==> config.mk <==
export PLATFORM = sky130hd
export DESIGN_NAME = calendar_date_counter
export DESIGN_NICKNAME = d
export VERILOG_FILES = /design/src/sv/caldc_pkg.sv /design/src/sv/calendar_date_counter.sv
export SDC_FILE = /design/constraint.sdc
export NUM_CORES = 1
export LEC_CHECK = 0
export BUFFER_PORTS_ARGS = -buffer_cell sky130_fd_sc_hd__buf_2
export CORE_MARGIN = 2
export CORE_UTILIZATION = 55
export CTS_CLUSTER_DIAMETER = 30
export DETAILED_ROUTE_END_ITERATION = 16
export PLACE_DENSITY = 0.84
export SLEW_MARGIN = 10
export SYNTH_ARGS = -nofsm -noshare
export SYNTH_HDL_FRONTEND = slang
export SYNTH_SLANG_ARGS = --single-unit
==> constraint.sdc <==
create_clock -name clk -period 11 [get_ports clk]
set_clock_uncertainty 0.15 [all_clocks]
set_input_delay 0 -clock clk [delete_from_list [all_inputs] [get_ports clk]]
set_output_delay 0 -clock clk [all_outputs]
set_load 0.05 [all_outputs]
==> src/sv/caldc_pkg.sv <==
package caldc_pkg;

  localparam int DAY_W  = 5;
  localparam int MON_W  = 4;
  localparam int YEAR_W = 14;

  localparam logic [YEAR_W-1:0] YEAR_TOP   = 14'd9999;
  localparam logic [YEAR_W-1:0] YEAR_FIRST = 14'd1;

  // reset values
  localparam logic [YEAR_W-1:0] MIN_YEAR_RST = 14'd1902;
  localparam logic [YEAR_W-1:0] MAX_YEAR_RST = 14'd2037;
  localparam logic [4:0]        MOD25_RST    = 5'd2;   // 1902 mod 25

  // reciprocal constants: floor(x / n) == (x * RECIP) >> SHIFT for 14/15-bit x
  localparam int RECIP25   = 20972;
  localparam int SHIFT25   = 19;
  localparam int RECIP100  = 5243;
  localparam int SHIFT100  = 19;
  localparam int RECIP7    = 18725;
  localparam int SHIFT7    = 17;

  typedef enum logic [1:0] {
    FN_LOAD = 2'd0,
    FN_NEXT = 2'd1,
    FN_PREV = 2'd2,
    FN_CMP  = 2'd3
  } func_t;

  typedef enum logic {
    REG_MIN_YEAR = 1'b0,
    REG_MAX_YEAR = 1'b1
  } reg_idx_t;

  // day in the low bits, so the struct matches the beat layout
  typedef struct packed {
    logic [YEAR_W-1:0] year;
    logic [MON_W-1:0]  month;
    logic [DAY_W-1:0]  day;
  } date_t;

  typedef struct packed {
    date_t date;
    logic  err;
    logic  is_before;
    logic  is_after;
  } res_t;

  function automatic logic [DAY_W-1:0] month_days(input logic [MON_W-1:0] m,
                                                 input logic leap);
    logic [DAY_W-1:0] n;
    unique case (m)
      4'd2:                   n = leap ? 5'd29 : 5'd28;
      4'd4, 4'd6, 4'd9, 4'd11: n = 5'd30;
      default:                n = 5'd31;
    endcase
    return n;
  endfunction

  // floor(31 * mm / 12), mm being the month counted from March
  function automatic logic [4:0] month_offset(input logic [MON_W-1:0] m);
    logic [4:0] o;
    unique case (m)
      4'd1:    o = 5'd28;
      4'd2:    o = 5'd31;
      4'd3:    o = 5'd2;
      4'd4:    o = 5'd5;
      4'd5:    o = 5'd7;
      4'd6:    o = 5'd10;
      4'd7:    o = 5'd12;
      4'd8:    o = 5'd15;
      4'd9:    o = 5'd18;
      4'd10:   o = 5'd20;
      4'd11:   o = 5'd23;
      4'd12:   o = 5'd25;
      default: o = 5'd0;
    endcase
    return o;
  endfunction

endpackage

==> src/sv/calendar_date_counter.sv <==
// Gregorian date counter.
// Input beats (in_*): in_tuser carries the operation (load, next day, previous
// day, compare), in_tdata the day, month and year used by load and compare.
// Output beats (out_*): exactly one per input beat, in order, carrying the held
// date after the operation, its weekday (0 = Sunday), the error flag (refused
// load or refused step) and the before/after flags of a compare.
// cfg_*: write-only year window for loads; write only while the block is idle.
// Pipeline: input register, execute (date register update), two weekday
// stages, output register. Throughput is one beat per cycle while the output
// is not stalled; the weekday path is set by the two reciprocal multiplies
// (divide by 100, modulo 7), each on a stage of its own.
// Leap years are tracked through a year-mod-25 register beside the held date,
// so stepping never needs a divider in the feedback loop.
// Reset (rst_n low, synchronous): date 1 January 1902, year window 1902..2037,
// pipeline empty.
// Stall: the whole pipeline holds while out_tvalid is high and out_tready low;
// in_tready then drops in the same cycle, so no beat is lost or repeated.
module calendar_date_counter (
  input  logic                        clk,
  input  logic                        rst_n,
  input  logic                        in_tvalid,
  output logic                        in_tready,
  input  logic [23:0]                 in_tdata,   // day[4:0] month[8:5] year[22:9] zero
  input  logic [1:0]                  in_tuser,   // func[1:0]
  output logic                        out_tvalid,
  input  logic                        out_tready,
  output logic [31:0]                 out_tdata,  // day[4:0] month[8:5] year[22:9]
                                                  // weekday[25:23] error[26]
                                                  // is_before[27] is_after[28] zero
  input  logic                        cfg_wr_en,
  input  logic                        cfg_addr,
  input  logic [caldc_pkg::YEAR_W-1:0] cfg_wdata
);
  import caldc_pkg::*;

  // ---------------------------------------------------------------- control
  logic adv;                 // whole pipeline moves on
  logic in_valid_r, ex_valid_r, a_valid_r, b_valid_r, out_valid_r;

  assign adv       = !out_valid_r || out_tready;
  assign in_tready = adv;

  // ---------------------------------------------------------------- config
  logic [YEAR_W-1:0] min_year_r, max_year_r;

  always_ff @(posedge clk) begin
    if (!rst_n) begin
      min_year_r <= MIN_YEAR_RST;
      max_year_r <= MAX_YEAR_RST;
    end else if (cfg_wr_en) begin
      unique case (reg_idx_t'(cfg_addr))
        REG_MIN_YEAR: min_year_r <= cfg_wdata;
        REG_MAX_YEAR: max_year_r <= cfg_wdata;
      endcase
    end
  end

  // ---------------------------------------------------------------- input stage
  // Year mod 25 and the leap flag of the given year are worked out here.
  date_t             in_date;
  logic [28:0]       in_p25;
  logic [9:0]        in_q25;
  logic [YEAR_W-1:0] in_diff25;
  logic [4:0]        in_mod25;
  logic              in_leap;

  assign in_date   = date_t'(in_tdata[22:0]);
  assign in_p25    = 29'(in_date.year) * 29'(RECIP25);
  assign in_q25    = in_p25[28:SHIFT25];
  assign in_diff25 = in_date.year - YEAR_W'(14'(in_q25) * 14'd25);
  assign in_mod25  = in_diff25[4:0];
  assign in_leap   = (in_date.year[1:0] == 2'd0) &&
                     ((in_mod25 != 5'd0) || (in_date.year[3:0] == 4'd0));

  func_t      in_func_r;
  date_t      in_date_r;
  logic       in_leap_r;
  logic [4:0] in_mod25_r;

  always_ff @(posedge clk) begin
    if (adv) begin
      in_func_r  <= func_t'(in_tuser);
      in_date_r  <= in_date;
      in_leap_r  <= in_leap;
      in_mod25_r <= in_mod25;
    end
  end

  // ---------------------------------------------------------------- execute
  date_t      cur_r, cur_nxt;
  logic [4:0] cur_mod25_r, cur_mod25_nxt;
  logic       cur_leap;
  logic [DAY_W-1:0] dim_cur, dim_prev, dim_in;
  logic [MON_W-1:0] prev_month;
  logic       load_ok;
  logic       err_nxt, before_nxt, after_nxt;

  assign cur_leap   = (cur_r.year[1:0] == 2'd0) &&
                      ((cur_mod25_r != 5'd0) || (cur_r.year[3:0] == 4'd0));
  assign prev_month = cur_r.month - 4'd1;
  assign dim_cur    = month_days(cur_r.month, cur_leap);
  assign dim_prev   = month_days(prev_month, cur_leap);
  assign dim_in     = month_days(in_date_r.month, in_leap_r);

  assign load_ok = (in_date_r.month >= 4'd1) && (in_date_r.month <= 4'd12) &&
                   (in_date_r.year >= YEAR_FIRST) && (in_date_r.year <= YEAR_TOP) &&
                   (in_date_r.year >= min_year_r) && (in_date_r.year <= max_year_r) &&
                   (in_date_r.day != 5'd0) && (in_date_r.day <= dim_in);

  always_comb begin
    cur_nxt       = cur_r;
    cur_mod25_nxt = cur_mod25_r;
    err_nxt       = 1'b0;
    before_nxt    = 1'b0;
    after_nxt     = 1'b0;
    unique case (in_func_r)
      FN_LOAD: begin
        if (load_ok) begin
          cur_nxt       = in_date_r;
          cur_mod25_nxt = in_mod25_r;
        end else begin
          err_nxt = 1'b1;
        end
      end
      FN_NEXT: begin
        if (cur_r.day == dim_cur) begin
          if (cur_r.month == 4'd12) begin
            if (cur_r.year >= YEAR_TOP) begin
              err_nxt = 1'b1;
            end else begin
              cur_nxt.year  = cur_r.year + 14'd1;
              cur_nxt.month = 4'd1;
              cur_nxt.day   = 5'd1;
              cur_mod25_nxt = (cur_mod25_r == 5'd24) ? 5'd0 : cur_mod25_r + 5'd1;
            end
          end else begin
            cur_nxt.month = cur_r.month + 4'd1;
            cur_nxt.day   = 5'd1;
          end
        end else begin
          cur_nxt.day = cur_r.day + 5'd1;
        end
      end
      FN_PREV: begin
        if (cur_r.day == 5'd1) begin
          if (cur_r.month == 4'd1) begin
            if (cur_r.year <= YEAR_FIRST) begin
              err_nxt = 1'b1;
            end else begin
              cur_nxt.year  = cur_r.year - 14'd1;
              cur_nxt.month = 4'd12;
              cur_nxt.day   = 5'd31;
              cur_mod25_nxt = (cur_mod25_r == 5'd0) ? 5'd24 : cur_mod25_r - 5'd1;
            end
          end else begin
            cur_nxt.month = prev_month;
            cur_nxt.day   = dim_prev;
          end
        end else begin
          cur_nxt.day = cur_r.day - 5'd1;
        end
      end
      FN_CMP: begin
        // raw fields, year first: the packed struct orders them so
        before_nxt = cur_r < in_date_r;
        after_nxt  = cur_r > in_date_r;
      end
    endcase
  end

  always_ff @(posedge clk) begin
    if (!rst_n) begin
      cur_r       <= '{year: MIN_YEAR_RST, month: 4'd1, day: 5'd1};
      cur_mod25_r <= MOD25_RST;
    end else if (adv && in_valid_r) begin
      cur_r       <= cur_nxt;
      cur_mod25_r <= cur_mod25_nxt;
    end
  end

  res_t ex_r;

  always_ff @(posedge clk) begin
    if (adv) begin
      ex_r <= '{date: cur_nxt, err: err_nxt, is_before: before_nxt, is_after: after_nxt};
    end
  end

  // ---------------------------------------------------------------- weekday A
  // January and February count as months 11 and 12 of the year before.
  logic              a_k;
  logic [YEAR_W-1:0] a_yy;
  res_t              a_res_r;
  logic [YEAR_W-1:0] a_yy_r;
  logic [26:0]       a_p100_r;
  logic [4:0]        a_off_r;

  assign a_k  = (ex_r.date.month <= 4'd2);
  assign a_yy = ex_r.date.year - YEAR_W'(a_k);

  always_ff @(posedge clk) begin
    if (adv) begin
      a_res_r  <= ex_r;
      a_yy_r   <= a_yy;
      a_p100_r <= 27'(a_yy) * 27'(RECIP100);
      a_off_r  <= month_offset(ex_r.date.month);
    end
  end

  // ---------------------------------------------------------------- weekday B
  logic [7:0]  b_q100;
  logic [14:0] b_sum;
  res_t        b_res_r;
  logic [14:0] b_sum_r;
  logic [29:0] b_p7_r;

  assign b_q100 = a_p100_r[26:SHIFT100];
  assign b_sum  = 15'(a_res_r.date.day) + 15'(a_yy_r) + 15'(a_yy_r >> 2)
                - 15'(b_q100) + 15'(b_q100 >> 2) + 15'(a_off_r);

  always_ff @(posedge clk) begin
    if (adv) begin
      b_res_r <= a_res_r;
      b_sum_r <= b_sum;
      b_p7_r  <= 30'(b_sum) * 30'(RECIP7);
    end
  end

  // ---------------------------------------------------------------- output
  logic [12:0] o_q7;
  logic [14:0] o_rem;
  res_t        out_res_r;
  logic [2:0]  out_wd_r;

  assign o_q7  = b_p7_r[29:SHIFT7];
  assign o_rem = b_sum_r - 15'(15'(o_q7) * 15'd7);

  always_ff @(posedge clk) begin
    if (adv) begin
      out_res_r <= b_res_r;
      out_wd_r  <= o_rem[2:0];
    end
  end

  always_ff @(posedge clk) begin
    if (!rst_n) begin
      in_valid_r  <= 1'b0;
      ex_valid_r  <= 1'b0;
      a_valid_r   <= 1'b0;
      b_valid_r   <= 1'b0;
      out_valid_r <= 1'b0;
    end else if (adv) begin
      in_valid_r  <= in_tvalid;
      ex_valid_r  <= in_valid_r;
      a_valid_r   <= ex_valid_r;
      b_valid_r   <= a_valid_r;
      out_valid_r <= b_valid_r;
    end
  end

  assign out_tvalid = out_valid_r;
  assign out_tdata  = {3'b000, out_res_r.is_after, out_res_r.is_before, out_res_r.err,
                       out_wd_r, out_res_r.date.year, out_res_r.date.month,
                       out_res_r.date.day};

  // ---------------------------------------------------------------- checks
  held_year_range: assert property (@(posedge clk) disable iff (!rst_n)
    (cur_r.year >= YEAR_FIRST) && (cur_r.year <= YEAR_TOP))
    else $error("held year left 1..9999");

  held_date_sane: assert property (@(posedge clk) disable iff (!rst_n)
    (cur_r.day != 5'd0) && (cur_r.month != 4'd0) && (cur_r.month <= 4'd12) &&
    (cur_mod25_r <= 5'd24))
    else $error("held date or year-mod-25 out of range");

  hold_on_stall: assert property (@(posedge clk) disable iff (!rst_n)
    !adv |=> $stable(cur_r) && $stable(cur_mod25_r))
    else $error("held date moved during a stall");

  flags_exclusive: assert property (@(posedge clk) disable iff (!rst_n)
    out_valid_r |-> !(out_res_r.is_before && out_res_r.is_after) &&
                    !(out_res_r.err && (out_res_r.is_before || out_res_r.is_after)))
    else $error("result flags conflict");

endmodule
# ---- Word-level counts from Yosys, hierarchy flattened
# Memories as Yosys holds them, arrays and structs flattened. A register that Yosys moved wholly into a read port is not among the register bits.
# Cells that the tools add are included.
dict set report classes {
  div_mod_pow 0
  bitwise 1
  shift 0
  n_reduce_logical 30
  multipliers 5
  magnitude_cmp 12
  muxes 35
  n_eq_ne 30
  n_addsub 16
}
# cell n
set op_table {}
lappend op_table {{2-to-1 mux 23 bit} 3}
lappend op_table {{case mux 23 bit (3 select lines)} 1}
lappend op_table {{2-to-1 mux 5 bit} 11}
lappend op_table {{multiplier 14 x 13 -> 27 bit (second input constant)} 2}
lappend op_table {{2-to-1 mux 18 bit} 2}
lappend op_table {{multiplier 15 x 15 -> 30 bit (second input constant)} 1}
lappend op_table {{== test 4 bit (second input constant)} 7}
lappend op_table {{2-to-1 mux 14 bit} 2}
lappend op_table {{== test 4 x 3 -> 1 bit (second input constant)} 6}
lappend op_table {{> comparator 23 bit} 1}
lappend op_table {{< comparator 23 bit} 1}
lappend op_table {{2-to-1 mux 9 bit} 2}
lappend op_table {{adder 15 x 12 -> 15 bit} 1}
lappend op_table {{adder 15 x 5 -> 15 bit} 1}
lappend op_table {{adder 15 x 6 -> 15 bit} 1}
lappend op_table {{adder 5 x 14 -> 15 bit} 1}
lappend op_table {{case mux 5 bit (3 select lines)} 1}
lappend op_table {{nonzero test 5 bit} 3}
lappend op_table {{subtractor 15 x 8 -> 15 bit} 1}
lappend op_table {{adder 14 x 1 -> 14 bit (second input constant)} 1}
lappend op_table {{greater-or-equal comparator 14 x 1 -> 1 bit (second input constant)} 1}
lappend op_table {{greater-or-equal comparator 14 bit} 1}
lappend op_table {{greater-or-equal comparator 14 bit (second input constant)} 1}
lappend op_table {{<= comparator 14 x 1 -> 1 bit (second input constant)} 1}
lappend op_table {{38 further kinds} 76}
dict set report word_totals {
  word_cells 176
  latchBits 0
  ramBits 0
  mem_bits_ro 80
  ff_bits 273
  mem_count 1
  input_bits 46
  output_inout_bits 34
}
# memory depth width read_ports rd_clocked_by_memory_dff write_ports line_no
set memory_table {}
lappend memory_table {{(name not given)} 16 5 1 1 0 caldc_pkg.sv:63} ;# unique case (m)

# ---- Depth between registers and ports, before layout
dict set report depth {
  word_depth 10
  mapped_depth 34
}

# ---- Least setup slack after synthesis
# Ideal clock, no wire load.
dict set report synth_path {
  path_type {flip-flop to flip-flop}
  from {register a_yy_r[3]}
  to {register b_p7_r[19], data pin}
  setup_ns 0.271
  path_slack_ns 2.714
  synth_period_minus_slack_ns 8.286
  arrival_time_ns 7.865
  n_path_buf 0
  stages_incl_launch_ff 33
  path_cell_list {edfxtp_1 -> fa_1 -> fa_1 -> inv_1 -> fa_1 -> inv_1 -> ha_1 -> a21o_1 -> nand2_1 -> a21oi_1 -> o41ai_1 -> o21bai_1 -> a21oi_1 -> o21ai_0 -> o21ai_0 -> xnor2_1 -> ha_1 -> ha_1 -> ha_1 -> inv_1 -> fa_1 -> inv_1 -> fa_1 -> inv_1 -> fa_1 -> inv_1 -> ha_1 -> or3_1 -> or3_1 -> o221ai_1 -> nor3_1 -> a2111oi_0 -> xnor2_1}
}
dict set report synth_between {
  elab_chain_cells 6
}
# item line_no
set synth_lines {}
lappend synth_lines {{start, declared} calendar_date_counter.sv:194} ;# logic [YEAR_W-1:0] a_yy_r;
lappend synth_lines {{start signal, assigned} calendar_date_counter.sv:204} ;# a_yy_r <= a_yy;
lappend synth_lines {{adder 5 x 14 -> 15 bit} calendar_date_counter.sv:218} ;# assign b_sum = 15'(a_res_r.date.day) + 15'(a_yy_r) + 15'(a_yy_r >> 2)
lappend synth_lines {{adder 15 x 12 -> 15 bit *} calendar_date_counter.sv:218}
lappend synth_lines {{subtractor 15 x 8 -> 15 bit *} calendar_date_counter.sv:219} ;# - 15'(b_q100) + 15'(b_q100 >> 2) + 15'(a_off_r);
lappend synth_lines {{adder 15 x 6 -> 15 bit *} calendar_date_counter.sv:219}
lappend synth_lines {{adder 15 x 5 -> 15 bit *} calendar_date_counter.sv:219}
lappend synth_lines {{multiplier 15 x 15 -> 30 bit *} calendar_date_counter.sv:225} ;# b_p7_r <= 30'(b_sum) * 30'(RECIP7);
lappend synth_lines {{end signal, assigned} calendar_date_counter.sv:225}
lappend synth_lines {{end, declared} calendar_date_counter.sv:215} ;# logic [29:0] b_p7_r;
# Mark *: on every way between the ends. The rest lies on a longest branch, timed or not.
# A chain may end at the register's enable or synchronous reset.

# ---- Worst setup path in the final report
dict set report layout_path {
  from {register a_res_r[6] (netlist bit)}
  to {register b_p7_r[19], data pin}
}
dict set report layout_between {
  elab_chain_cells 6
}
# item line_no
set layout_lines {}
lappend layout_lines {{start, declared} calendar_date_counter.sv:193} ;# res_t a_res_r;
lappend layout_lines {{start signal, assigned} calendar_date_counter.sv:203} ;# a_res_r <= ex_r;
lappend layout_lines {{adder 5 x 14 -> 15 bit} calendar_date_counter.sv:218}
lappend layout_lines {{adder 15 x 12 -> 15 bit} calendar_date_counter.sv:218}
lappend layout_lines {{subtractor 15 x 8 -> 15 bit} calendar_date_counter.sv:219}
lappend layout_lines {{adder 15 x 6 -> 15 bit} calendar_date_counter.sv:219}
lappend layout_lines {{adder 15 x 5 -> 15 bit} calendar_date_counter.sv:219}
lappend layout_lines {{multiplier 15 x 15 -> 30 bit} calendar_date_counter.sv:225}
# Every way passes these cells.

==> flow_metrics.py <==
metrics = {
    "critical_path": {
        "slowest_stage": "fa_1",
        "worstPathArrival_ns": 9.33,
        "rrSetupSlack_ns": 1.82,
        "worstSetupEndpointType": "flop",
        "r2r_start": "a_res_r[6]$_DFFE_PN_",
        "reg2reg_to": "b_p7_r[19]$_DFFE_PN_",
        "ff2ff_path_depth": 32,
        "cp_max_fo": 3,
        "cp-start-kind": "flop",
        "crit_required_ns": 11.15,
        "max_stage_delay_ns": 0.60,
        "critical_path_class": "reg2reg",
    },
    "sta": {
        "hold_violations": 0,
        "relSlewSlack_pct": 18.7,
        "worstMarginPinSlew_ns": 1.22,
        "rsz0062_at_grt": "no",
        "slew_violations": 0,
        "fmax_mhz": 109,
        "setup_viol": 0,
        "final.min_clock_period_ns": 9.18,
        "fin_setup_tns_ns": 0,
        "min_period_over_period_pct": 83.4,
    },
    "floorplanning": {
        "fp.dieH_um": 202,
        "die_area_mm2": 0.0409,
        "rows": 72,
        "start_util_pct": 55.8,
        "die_w_um": 202,
        "num_io_pins": 80,
        "core-area_mm2": 0.0387,
    },
    "clocking": {
        "clk-insertion-delay-late_ns": 0.59,
        "h-tree-depth": 2,
        "numCtsBuffers": 54,
        "ctsLongestPathBuffers": 3,
        "cts_root_buf": "clkbuf_16",
        "cts_sinks": 232,
        "clk_pin_slew_ns": 0.05,
        "cts_tree": "built",
    },
    "grt": {
        "grt_max_degree": 65,
        "antenna_found_initial": 3,
        "grt_pass1_vias": 17600,
        "grt.overflow.total": 0,
        "track_usage_pct": 27.9,
        "grt_pass1_wl_mm": 90.6,
    },
    "synth": {
        "synthesis.area_mm2": 0.0216,
        "synthArstFlopShare_pct": 0,
        "synth-compound-area-share_pct": 11.7,
        "synth_top_area_share_pct": 23.8,
        "synth_common_cells": "inv_1 (459), ha_1 (368), fa_1 (180)",
        "yosys.area_share.simple_pct": 8.45,
        "synth.area.mux_share_pct": 0.197,
        "synthFlopType": "edfxtp_1",
        "synth_xor_area_share_pct": 3.14,
        "ys_seq_area_share_pct": 29.4,
        "synth.most_common_cell": "inv_1",
        "synth_area_leaders": "edfxtp_1 (24%), ha_1 (21%), fa_1 (17%)",
        "synth_area_leader_cell": "edfxtp_1",
        "synthCells": 2122,
        "ys_warn_count": 0,
        "synthAdderAreaFrac_pct": 38.0,
        "synth-seq-cells": 232,
        "synth_top_family_by_area": "adder cells",
        "ys_types": 85,
        "synth_edf_count": 171,
        "syn_avg_cell_area_um2": 10.2,
    },
    "route": {
        "ant_nets": 0,
        "wl_mm": 55.6,
        "drcViolationCount": 0,
        "first_iter_violations": 1440,
        "dr.pass1.iters": 6,
        "via_count": 16600,
        "vias_per_cell": 5.83,
        "wl_per_cell_um": 19.6,
    },
    "worst_hold_path": {
        "hold_class": "in2reg",
        "min_to": "in_date_r[5]$_DFFE_PN_",
        "worstHoldStart": "in_tdata[5]",
        "holdPathStages": 2,
    },
    "final_layout": {
        "areaGrowthSynthToFinish_pct": 16.0,
        "drive_gt1_share_pct": 9.05,
        "fin_nets": 2868,
    },
    "status": {
        "status": "finished, final reports clean",
    },
    "placed_design": {
        "gp_congestion": 0.956,
        "dp_hpwl_mm": 39.6,
        "portBuffers": 75,
    },
    "flow_run": {
        "max_cap_viol_count": 0,
    },
}
cell families after synthesis:
kind of cell,count (synthesis)
adders and majority gates,548
buffers and inverters,516
other,1
muxes,4
DFF,232
AOI/OAI and AO/OA,377
xor gates and xnor gates,73
and+or+nand+nor,371
flip-flops by register name (all words and copies together), names as in the netlist, 8 cells and up:
signal and flops:
a_yy_r 14, out_tdata 26, cur_r 23, min_year_r 14, a_res_r 26, b_res_r 26, a_p100_r 8, max_year_r 14
ex_r 26, in_date_r 23
worst max path at each step:
stage	slack [ns]	start	end
after floorplan	2.71	a_yy_r[3]$_DFFE_PN_	b_p7_r[19]$_DFFE_PN_
after global placement	2.25	a_yy_r[3]$_DFFE_PN_	b_p7_r[19]$_DFFE_PN_
after detailed placement	2.02	a_yy_r[3]$_DFFE_PN_	b_p7_r[19]$_DFFE_PN_
after CTS	1.86	a_res_r[6]$_DFFE_PN_	b_p7_r[19]$_DFFE_PN_
after global routing	1.38	a_res_r[6]$_DFFE_PN_	b_p7_r[19]$_DFFE_PN_
final	1.82	a_res_r[6]$_DFFE_PN_	b_p7_r[19]$_DFFE_PN_
placed cells by master (no fill, tap or decap), drive strengths merged, types with 20 or more instances in the layout:
cell,synthesis,final
inv,459,472
ha,368,368
fa,180,180
edfxtp,171,171
nand2,120,120
a21oi,91,91
buf,10,88
o21ai,84,84
nor2,76,76
dfxtp,61,61
dlygate4sd3,0,61
clkbuf,45,57
xnor2,53,53
nand3,40,40
o211ai,34,34
nor3,29,29
a21o,28,28
clkinv,2,20
repair_timing:
| action | 4_1_cts | 5_1_grt |
|---|---|---|
| setup buffers | 0 | 0 |
| resized for setup | 0 | 0 |
| hold buffers | 61 | 0 |
| endpoints found under the hold margin | 81 | 0 |
routing by layer:
| layer | share of wire [%] | vias up | global-route usage, % | wire [um] |
|---|---|---|---|---|
| met1 | 38 | 8068 | 33.2 | 21200 |
| met3 | 6.3 | 239 | 3.98 | 3510 |
| met4 | 5.9 | 0 | 15.5 | 3260 |
| met5 | 0 | - | 0 | 0 |
| li1 | - | 7546 | - | - |
| met2 | 50 | 729 | 48.7 | 27700 |
critical path, delay by kind of cell (launching register included):
| kind | cells | cell delay (ns) |
|---|---|---|
| compound gates | 9 | 2.13 |
| simple gates | 4 | 0.87 |
| fa+ha+maj | 11 | 4.58 |
| xor+xnor | 2 | 0.40 |
| buf+inv | 6 | 0.32 |
| flops | 1 | 0.43 |
per-stage QoR:
step	setup WS, ns	utilization (%)	instance area [um^2]	hold slack (ns)	instances
4_1_cts	1.86	64.7	25100	0.00282	2838
5_1_grt	1.38	64.7	25100	0.0114	2841
3_3_place_gp	2.25	58.1	22500	0.0279	2675
2_1_floorplan	2.71	-	21600	-0.0511	2124
3_5_place_dp	2.02	58.1	22500	0.0281	2675
6_report	1.82	64.7	25100	0.0118	2842
cell type report:
type                       count  area [um^2]
timing repair buffer         149         1080
sequential                   232         6360
antenna                        4         10.0
multi-input combinational   1376        13300
clock buffer                  57         1380
inverter                     461         1740
fill                        2819        13700
clock inverter                45          556
tap                          518          648
Power is not shown: default switching activity piles up to over one toggle a cycle in this logic, so the estimate is an artifact.
